`config.mk`:
```
export PLATFORM = sky130hd
export DESIGN_NAME = obc_corner_flat
export DESIGN_NICKNAME = d
export VERILOG_FILES = /design/src/rtl/obc_pkg.sv /design/src/rtl/obc_if.sv /design/src/rtl/obc_corner.sv /design/src/flat_wrapper.sv
export VERILOG_INCLUDE_DIRS = /design/src /design/src/rtl
export SDC_FILE = /design/constraint.sdc
export NUM_CORES = 2
export LEC_CHECK = 0
export BUFFER_PORTS_ARGS = -buffer_cell sky130_fd_sc_hd__buf_2
export CORE_MARGIN = 1.5
export CORE_UTILIZATION = 50
export CTS_CLUSTER_SIZE = 20
export DETAILED_ROUTE_END_ITERATION = 10
export PLACE_DENSITY = 0.7
export SETUP_SLACK_MARGIN = 0.5
export SKIP_LAST_GASP = 1
export SLEW_MARGIN = 40
export SYNTH_ARGS = -nofsm -noshare
export SYNTH_HDL_FRONTEND = slang
export SYNTH_SLANG_ARGS = --single-unit
export TNS_END_PERCENT = 50
```
`constraint.sdc`:
```
create_clock -name clock -period 35.9 [get_ports clock]
set_input_delay 7.18 -clock clock [delete_from_list [all_inputs] [get_ports clock]]
set_output_delay 7.18 -clock clock [all_outputs]
set_load 0.05 [all_outputs]
```
`src/rtl/oriented_box_corners_top_defines.svh`:
```
// Assertion macros shared by the RTL. Each expects clock and reset in scope.
`ifndef ORIENTED_BOX_CORNERS_TOP_DEFINES_SVH
`define ORIENTED_BOX_CORNERS_TOP_DEFINES_SVH

// The consequent must hold in the same cycle as the antecedent.
`define OBC_ASSERT_NOW(lbl, ante, cons, msg) \
   lbl: assert property (@(posedge clock) disable iff (reset) (ante) |-> (cons)) \
      else $error(msg);

// The consequent must hold in the cycle after the antecedent.
`define OBC_ASSERT_NEXT(lbl, ante, cons, msg) \
   lbl: assert property (@(posedge clock) disable iff (reset) (ante) |=> (cons)) \
      else $error(msg);

`endif

```
`src/rtl/obc_pkg.sv`:
```
`timescale 1ns / 1ps
package obc_pkg;
   localparam int ANGLE_BITS     = 16;
   localparam int COORD_BITS     = 32;
   localparam int TRIG_FRAC_BITS = 14;

   localparam int DATA_W  = 32;
   localparam int ANGLE_W = 16;
   localparam int TURN_W  = 32;
   localparam int CW      = (COORD_BITS < 32) ? COORD_BITS : 32;
   localparam int MW      = TRIG_FRAC_BITS + 2;
   localparam int HW      = DATA_W + 2;
   localparam int SUM_W   = HW + 2;

   localparam int SIN_STAGES   = 7;
   localparam int FRONT_STAGES = SIN_STAGES + 3;

   localparam int SIN_SH = (TRIG_FRAC_BITS < 30) ? 30 - TRIG_FRAC_BITS : 0;
   localparam logic [30:0] SIN_HALF = 31'((64'd1 << SIN_SH) >> 1);
   localparam logic [30:0] ONE_Q30  = 31'h4000_0000;
   localparam logic [TURN_W-1:0] QUARTER_TURN = 32'h4000_0000;
   localparam logic [30:0] SIN_COEF [0:4] = '{
      31'd172272, 31'd5026995, 31'd85569306, 31'd693598668, 31'd1686629713
   };

   localparam logic [2:0] LAST_K = 3'd7;
   // Bit j is set where the corner lies on the positive side of object axis j.
   localparam logic [2:0] CORNER_POS [0:7] = '{
      3'b000, 3'b001, 3'b011, 3'b010, 3'b100, 3'b101, 3'b111, 3'b110
   };

   typedef logic signed [DATA_W-1:0] coord_type;
   typedef logic signed [MW-1:0]     entry_type;
   typedef logic signed [HW-1:0]     half_type;

   typedef struct packed {
      coord_type                 center_x;
      coord_type                 center_y;
      coord_type                 center_z;
      logic signed [ANGLE_W-1:0] yaw_angle;
      logic signed [ANGLE_W-1:0] pitch_angle;
      logic signed [ANGLE_W-1:0] roll_angle;
      logic [DATA_W-1:0]         box_length;
      logic [DATA_W-1:0]         box_width;
      logic [DATA_W-1:0]         box_height;
   } req_type;

   typedef struct packed {
      logic [2:0] corner_index;
      coord_type  corner_x;
      coord_type  corner_y;
      coord_type  corner_z;
      coord_type  bound_x_min;
      coord_type  bound_x_max;
      coord_type  bound_y_min;
      coord_type  bound_y_max;
      coord_type  bound_z_min;
      coord_type  bound_z_max;
      logic       last_corner;
      logic       saturated;
   } rsp_type;

   typedef struct packed {
      coord_type [2:0] ctr;
      half_type  [8:0] h;
   } box_type;

   function automatic logic [TURN_W-1:0] turn_of(input logic [ANGLE_W-1:0] a);
      logic [TURN_W-1:0] u;
      u = {a, 16'd0};
      return u & ~((32'd1 << (32 - ANGLE_BITS)) - 32'd1);
   endfunction
endpackage

```
`src/rtl/obc_if.sv`:
```


interface obc_rsp_if;
   import obc_pkg::*;
   logic    valid;
   logic    ready;
   rsp_type data;
   modport source (output valid, output data, input ready);
   modport sink (input valid, input data, output ready);
endinterface

```
`src/rtl/obc_corner.sv`:
```
`timescale 1ns / 1ps
`include "oriented_box_corners_top_defines.svh"
module obc_corner (
   input  logic             clock,
   input  logic             reset,
   input  logic             box_valid,
   output logic             box_ready,
   input  obc_pkg::box_type box,
   obc_rsp_if.source        rsp
);
   import obc_pkg::*;

   localparam logic signed [SUM_W-1:0] SAT_HI = (SUM_W'(1) << (CW - 1)) - SUM_W'(1);
   localparam logic signed [SUM_W-1:0] SAT_LO = -(SUM_W'(1) << (CW - 1));

   logic    box_vld_ff;
   box_type box_ff;
   logic [2:0] k_ff;

   logic c1_vld_ff;
   logic [2:0] c1_k_ff;
   logic signed [SUM_W-1:0] sum_ff [0:2];
   logic signed [SUM_W-1:0] sum_in [0:2];

   logic c2_vld_ff;
   logic [2:0] c2_k_ff;
   logic c2_sat_ff;
   coord_type coord_ff [0:2];
   coord_type coord_in [0:2];
   logic sat_in;

   logic out_vld_ff;
   rsp_type out_ff;
   rsp_type out_in;
   coord_type mn_ff [0:2];
   coord_type mx_ff [0:2];
   coord_type mn_in [0:2];
   coord_type mx_in [0:2];

   logic out_ready, c2_ready, c1_ready, issue;

   assign out_ready = !out_vld_ff || rsp.ready;
   assign c2_ready  = !c2_vld_ff || out_ready;
   assign c1_ready  = !c1_vld_ff || c2_ready;
   assign issue     = box_vld_ff && c1_ready;
   assign box_ready = !box_vld_ff || (issue && k_ff == LAST_K);

   always_ff @(posedge clock) begin
      if (reset) begin
         box_vld_ff <= 1'b0;
         k_ff       <= '0;
         c1_vld_ff  <= 1'b0;
         c2_vld_ff  <= 1'b0;
         out_vld_ff <= 1'b0;
      end else begin
         if (box_ready) begin
            box_vld_ff <= box_valid;
         end
         if (issue) begin
            k_ff <= (k_ff == LAST_K) ? '0 : k_ff + 3'd1;
         end
         if (c1_ready) begin
            c1_vld_ff <= issue;
         end
         if (c2_ready) begin
            c2_vld_ff <= c1_vld_ff;
         end
         if (out_ready) begin
            out_vld_ff <= c2_vld_ff;
         end
      end
   end

   always_comb begin
      for (int i = 0; i < 3; i++) begin
         logic signed [SUM_W-1:0] acc;
         logic signed [SUM_W-1:0] term;
         acc = SUM_W'($signed(box_ff.ctr[i]));
         for (int j = 0; j < 3; j++) begin
            term = SUM_W'($signed(box_ff.h[i*3+j]));
            acc  = CORNER_POS[k_ff][j] ? acc + term : acc - term;
         end
         sum_in[i] = acc;
      end
   end

   always_comb begin
      sat_in = 1'b0;
      for (int i = 0; i < 3; i++) begin
         if (sum_ff[i] > SAT_HI) begin
            coord_in[i] = coord_type'(SAT_HI);
            sat_in      = 1'b1;
         end else if (sum_ff[i] < SAT_LO) begin
            coord_in[i] = coord_type'(SAT_LO);
            sat_in      = 1'b1;
         end else begin
            coord_in[i] = coord_type'(sum_ff[i]);
         end
      end
   end

   always_comb begin
      for (int i = 0; i < 3; i++) begin
         mn_in[i] = (c2_k_ff == '0 || coord_ff[i] < mn_ff[i]) ? coord_ff[i] : mn_ff[i];
         mx_in[i] = (c2_k_ff == '0 || coord_ff[i] > mx_ff[i]) ? coord_ff[i] : mx_ff[i];
      end
      out_in.corner_index = c2_k_ff;
      out_in.corner_x     = coord_ff[0];
      out_in.corner_y     = coord_ff[1];
      out_in.corner_z     = coord_ff[2];
      out_in.last_corner  = (c2_k_ff == LAST_K);
      out_in.saturated    = c2_sat_ff;
      out_in.bound_x_min  = out_in.last_corner ? mn_in[0] : '0;
      out_in.bound_x_max  = out_in.last_corner ? mx_in[0] : '0;
      out_in.bound_y_min  = out_in.last_corner ? mn_in[1] : '0;
      out_in.bound_y_max  = out_in.last_corner ? mx_in[1] : '0;
      out_in.bound_z_min  = out_in.last_corner ? mn_in[2] : '0;
      out_in.bound_z_max  = out_in.last_corner ? mx_in[2] : '0;
   end

   always_ff @(posedge clock) begin
      if (box_ready && box_valid) begin
         box_ff <= box;
      end
      if (c1_ready) begin
         c1_k_ff <= k_ff;
         sum_ff  <= sum_in;
      end
      if (c2_ready) begin
         c2_k_ff   <= c1_k_ff;
         coord_ff  <= coord_in;
         c2_sat_ff <= sat_in;
      end
      if (out_ready && c2_vld_ff) begin
         out_ff <= out_in;
         mn_ff  <= mn_in;
         mx_ff  <= mx_in;
      end
   end

   assign rsp.valid = out_vld_ff;
   assign rsp.data  = out_ff;

   `OBC_ASSERT_NEXT(a_k_wrap, issue && k_ff == LAST_K, k_ff == '0, "corner count did not wrap")
   `OBC_ASSERT_NEXT(a_box_load, box_valid && box_ready, box_vld_ff && k_ff == '0, "box loaded mid-box")
   `OBC_ASSERT_NOW(a_bound_zero, rsp.valid && !rsp.data.last_corner, rsp.data.bound_x_min == '0 && rsp.data.bound_y_max == '0 && rsp.data.bound_z_max == '0, "bounds set before the last corner")
   `OBC_ASSERT_NOW(a_bound_order, rsp.valid && rsp.data.last_corner, rsp.data.bound_x_min <= rsp.data.corner_x && rsp.data.corner_x <= rsp.data.bound_x_max && rsp.data.bound_z_min <= rsp.data.bound_z_max, "bounds out of order")
endmodule

```
`src/flat_wrapper.sv`:
```
// flat-port wrapper written by rule: the top's interface ports become plain ports
module obc_corner_flat import obc_pkg::*;
  (clock, reset, box_valid, box_ready, box, rsp_valid, rsp_data, rsp_ready);
  obc_rsp_if rsp_i ();
  input  logic clock;
  input  logic reset;
  input  logic box_valid;
  output logic box_ready;
  input  obc_pkg::box_type box;
  output wire logic [$bits(rsp_i.valid)-1:0] rsp_valid;
  output wire logic [$bits(rsp_i.data)-1:0] rsp_data;
  input wire logic [$bits(rsp_i.ready)-1:0] rsp_ready;
  assign rsp_valid = rsp_i.valid;
  assign rsp_data = rsp_i.data;
  assign rsp_i.ready = rsp_ready;
  obc_corner u_core (.clock(clock), .reset(reset), .box_valid(box_valid), .box_ready(box_ready), .box(box), .rsp(rsp_i));
endmodule
```
After elaboration in Yosys (flattened, before gate mapping)
Memories as Yosys holds them, arrays and structs flattened.
Index checks and enable logic that the tools add are counted.
{"block": "totals", "reg_bits": 1105, "output_inout_bits": 295, "mem_bits_ro": 24, "n_memories": 1}
{"block": "op_classes", "n_reduce_logical": 20, "mux": 22, "n_addsub": 19, "order_cmp": 13, "bitwise": 1, "n_eq_ne": 2}
{"memory": "(name not given)", "depth": 8, "width": 3, "rd": 1, "rd_ports_with_merged_regs": 0, "wr": 0, "line": "obc_corner.sv:81", "rtl": "acc = CORNER_POS[k_ff][j] ? acc + term : acc - term;"}
{"cell": "$mux 36", "n": 9}
{"cell": "$mux 32", "n": 9}
{"cell": "$add 36x34->36", "n": 6}
{"cell": "$sub 36x34->36", "n": 6}
{"cell": "$gt 36x32->1 const B", "n": 3}
{"cell": "$lt 36x32->1 const B", "n": 3}
{"cell": "$add 32x34->35", "n": 3}
{"cell": "$sub 32x34->35", "n": 3}
{"cell": "$gt 32x32->1", "n": 3}
{"cell": "$lt 32x32->1", "n": 3}
{"cell": "$logic_or 1x1->1", "n": 10}
{"cell": "$mux 3", "n": 3}
{"cell": "$eq 3x3->1 const B", "n": 2}
{"cell": "$reduce_or 5->1", "n": 1}
{"cell": "$ge 4x4->1 const B", "n": 1}
{"cell": "$logic_and 1x1->1", "n": 4}
{"cell": "$logic_not 1->1", "n": 4}
{"cell": "$not 3->4", "n": 1}
{"cell": "$add 3x1->3 const B", "n": 1}
{"cell": "$logic_not 3->1", "n": 1}
{"cell": "$mux 1", "n": 1}

Longest topological paths before layout
{"block": "logic_depth", "depth_word": 9, "depth_mapped": 40, "mapped_depth_nobuf": 38}

Worst setup path after synthesis
Ideal clock, no wire load.
{"block": "synth_timing", "path_type": "input to register", "from": "input rsp_ready", "to": "register u_core.mn_ff[0] (netlist name), enable pin", "arrival_time_ps": 28581, "path_stages": 2, "required_ps": 34499, "slack_ps": 5918, "cell_sequence": "nor2b_1 nor2b_1"}
{"block": "synth_via", "elab_chain_len": 2}
{"item": "start: declaration", "line": "flat_wrapper.sv:12", "rtl": "input wire logic [$bits(rsp_i.ready)-1:0] rsp_ready;"}
{"item": "$logic_or 1x1->1", "line": "obc_corner.sv:42", "rtl": "assign out_ready = !out_vld_ff || rsp.ready;"}
{"item": "$logic_and 1x1->1", "line": "obc_corner.sv:134", "rtl": "if (out_ready && c2_vld_ff) begin"}
{"item": "end signal: assignment", "line": "obc_corner.sv:136", "rtl": "mn_ff <= mn_in;"}
{"item": "end: declaration", "line": "obc_corner.sv:35", "rtl": "coord_type mn_ff [0:2];"}
No other way between the ends.
A chain may end at the register's enable or synchronous reset.

Worst setup path in the final report
{"block": "layout_timing", "from": "input rsp_ready", "to": "output box_ready"}
{"block": "layout_via", "elab_chain_len": 6}
{"item": "$logic_or 1x1->1", "line": "obc_corner.sv:42"}
{"item": "$logic_or 1x1->1", "line": "obc_corner.sv:43", "rtl": "assign c2_ready = !c2_vld_ff || out_ready;"}
{"item": "$logic_or 1x1->1", "line": "obc_corner.sv:44", "rtl": "assign c1_ready = !c1_vld_ff || c2_ready;"}
{"item": "$logic_and 1x1->1", "line": "obc_corner.sv:45", "rtl": "assign issue = box_vld_ff && c1_ready;"}
{"item": "$logic_and 1x1->1", "line": "obc_corner.sv:46", "rtl": "assign box_ready = !box_vld_ff || (issue && k_ff == LAST_K);"}
{"item": "$logic_or 1x1->1", "line": "obc_corner.sv:46"}
{"item": "end: declaration", "line": "flat_wrapper.sv:8", "rtl": "output logic box_ready;"}
No other way between the ends.

==> out/metrics.cfg <==
[run_status]
status=complete, no violations

[layout]
final_cell_mix=edfxtp_1, buf_2, ha_1
final_common_cell=edfxtp_1
drive_above_1_share_pct=15.07
area_delta_synth_final_pct=14.55
final_nets=7526
fin_area_sq_um=75620
fillerInstances=10840

[clock_network]
clock-sinks=1105
root_buffer=clkbuf_16
cts_buffers=115
cts_hold_buf=0
post_cts_buffers=0
htree_levels=3
cts_resized=0
insertion_delay_ns=0.76
cts_tree=done
cts_max_path_buffers=3
clkTransAtPathRegs_ns=0.06

[yosys]
synth.distinct_cells=92
synth-seq-cells=1105
synth_area_leaders=edfxtp_1, ha_1, xor2_1
syn-num-nets=6826
syn_inst=5878
synth_edf_count=1098
synthFlopType=edfxtp_1
synthArstFlopShare_pct=0
yosys.area.top_type_share_pct=49.95
yosysTopAreaCell=edfxtp_1
avgSynthCellArea_sq_um=11.23
netlist_area_sq_um=66010
ys_seq_area_share_pct=50.16
yosys_warnings=0

[global_route]
overflow=0
grt_use_total_pct=23.51
antenna_found_initial=33
grt_pass1_wl_microns=250400
grt_pass1_vias=44630
grt_max_degree=112

[worst_setup_path]
critPathMaxFanout=42
cp.required_ns=28.72
worst_setup_path_start_kind=primary input
cp-end-kind=output port
criticalPathCategory=in2out
cp.arrival_ns=9.68

[sta]
setup_slack_ns=19.04
drv_slew=0
period_minus_slack_ns=16.86
finalSetupViolCount=0
setup_tns_ns=0
worst_pin_slew_ns=0.8725
timing.fmax_ghz=0.05930
max_slew_margin_pct=41.84
skew_ns=0.04461
finalHoldViolCount=0
min_period_over_period_pct=46.98
rsz0062_at_grt=false
timing.hold.ws_ns=0.4268

[drt]
antenna_left=0
drc=0
routed_wl_microns=162200
dr_total_vias=47380
via_per_inst=5.607
drt-pass1-iter-count=6
first_iter_violations=4061
detail_route.wl_per_cell_microns=19.19

[pwr]
leakagePower_nw=30.81
max-vdd-ir-drop_uv=44.24
power_density_nw_per_um2=79.74

[placement]
dpl.hpwl_microns=124800
post-place-ws_ns=19.14
routabilityCongestion=0.9247
port_buffers=700
dpl-instance-area_sq_um=71620

[floorplanning]
rows=133
fp.dieW_microns=366.4
io_pins=701
initial_core_util_pct=50.28
dieHeight_microns=366.4
die_area_sq_um=134200
coreArea_sq_um=131300

[flow_run]
drv_cap=0

[hold_path]
hold_path.class=reg2reg

## Yosys cell counts, types with 24 or more instances
cell      instances
nor2_1          435
xnor2_1         256
nand4_1          95
a31oi_1          47
nand3_1          61
edfxtp_1       1098
nand2_1         428
o21a_1          104
mux2i_1         129
a21oi_1         480
nor2b_1          63
and3_1           24
a211oi_1         38
nor3_1          113
o32ai_1          31
o21bai_1         51
nand2b_1         79
nor4_1           46
inv_1           359
mux2_1          160
buf_1            25
o21ai_0         101
and2_1           63
ha_1            533
xor2_1          312
o31ai_1          49
o21ai_1          74
a21o_1          222
clkbuf_1        113
## path summary, 6_finish.rpt
kind | from | cells after the start | slack, ns | end
setup / recovery | rsp_ready | 6 | 19.04 | box_ready
hold / removal | u_core.c1_k_ff[2] | 0 | 0.43 | u_core.c2_k_ff[2]
setup reg to reg | u_core.k_ff[1] | 32 | 27.12 | u_core.sum_ff[31]
hold reg to reg | u_core.c1_k_ff[2] | 0 | 0.43 | u_core.c2_k_ff[2]
## critical path: stages
cell and delay (ns):
buf_2 0.10, nor2b_1 0.54, nand3_4 0.57, a21oi_1 0.90, inv_1 0.11, buf_2 0.25
## final cells by class
type | count | area, sq um | share of cell area [%]
well taps | 1755 | 2196 | 2.904
repair buffers | 745 | 3969 | 5.248
inverters | 361 | 1361 | 1.800
clock buffers | 129 | 2952 | 3.903
diodes | 21 | 52.55 | 0.06949
flip-flops and latches | 1105 | 33120 | 43.80
clock inverters | 85 | 943.4 | 1.248
multi-input cells | 4250 | 31030 | 41.03
## flip-flops by register name, indices dropped and copies added, names as in the netlist, 3 cells and up
register	cells
u_core.coord_ff	96
u_core.sum_ff	108
u_core.mn_ff	96
u_core.box_ff	402
u_core.k_ff	3
u_core.c1_k_ff	3
u_core.rsp.data	293
u_core.c2_k_ff	3
u_core.mx_ff	96
## cell families (layout without fill, tap and decap cells)
logic type	after synthesis	count (layout)	share of synthesized area, %
flip-flops	1105	1105	50.16
AND/OR/NAND/NOR	1509	1509	11.08
multiplexers	298	298	4.839
buffers and inverters	523	1320	3.061
XOR/XNOR	572	572	7.663
adder cells (fa/ha/maj)	542	542	10.38
AO/OA/AOI/OAI	1329	1329	12.82
other	0	21	0
## layer usage
| metal | track usage, % | part of all wire [%] | vias up |
|---|---|---|---|
| met4 | 8.786 | 3.5 | 2 |
| met5 | 0 | 0.0080 | - |
| met2 | 34.94 | 43 | 1516 |
| met1 | 35.18 | 48 | 22510 |
| li1 | - | - | 23110 |
| met3 | 2.856 | 5.7 | 247 |
## report_power, final
group	total [mW]	switching (mW)	internal [mW]	leakage, nW
combinational	2.81	1.60	1.21	18.2
clock	1.22	0.527	0.692	1.84
sequential	2.00	0.219	1.78	10.8
## stage by stage
stage | std cells | utilization (%) | power (mW)
6_report | 8451 | 57.59 | 6.030
5_1_grt | 8446 | 57.58 | 6.444
4_1_cts | 8429 | 57.52 | 6.033
3_5_place_dp | 8215 | 54.55 | 4.794
3_3_place_gp | 8206 | 54.43 | 4.718
2_1_floorplan | 5878 | - | 4.104
Power figures use the tool's default switching activity.
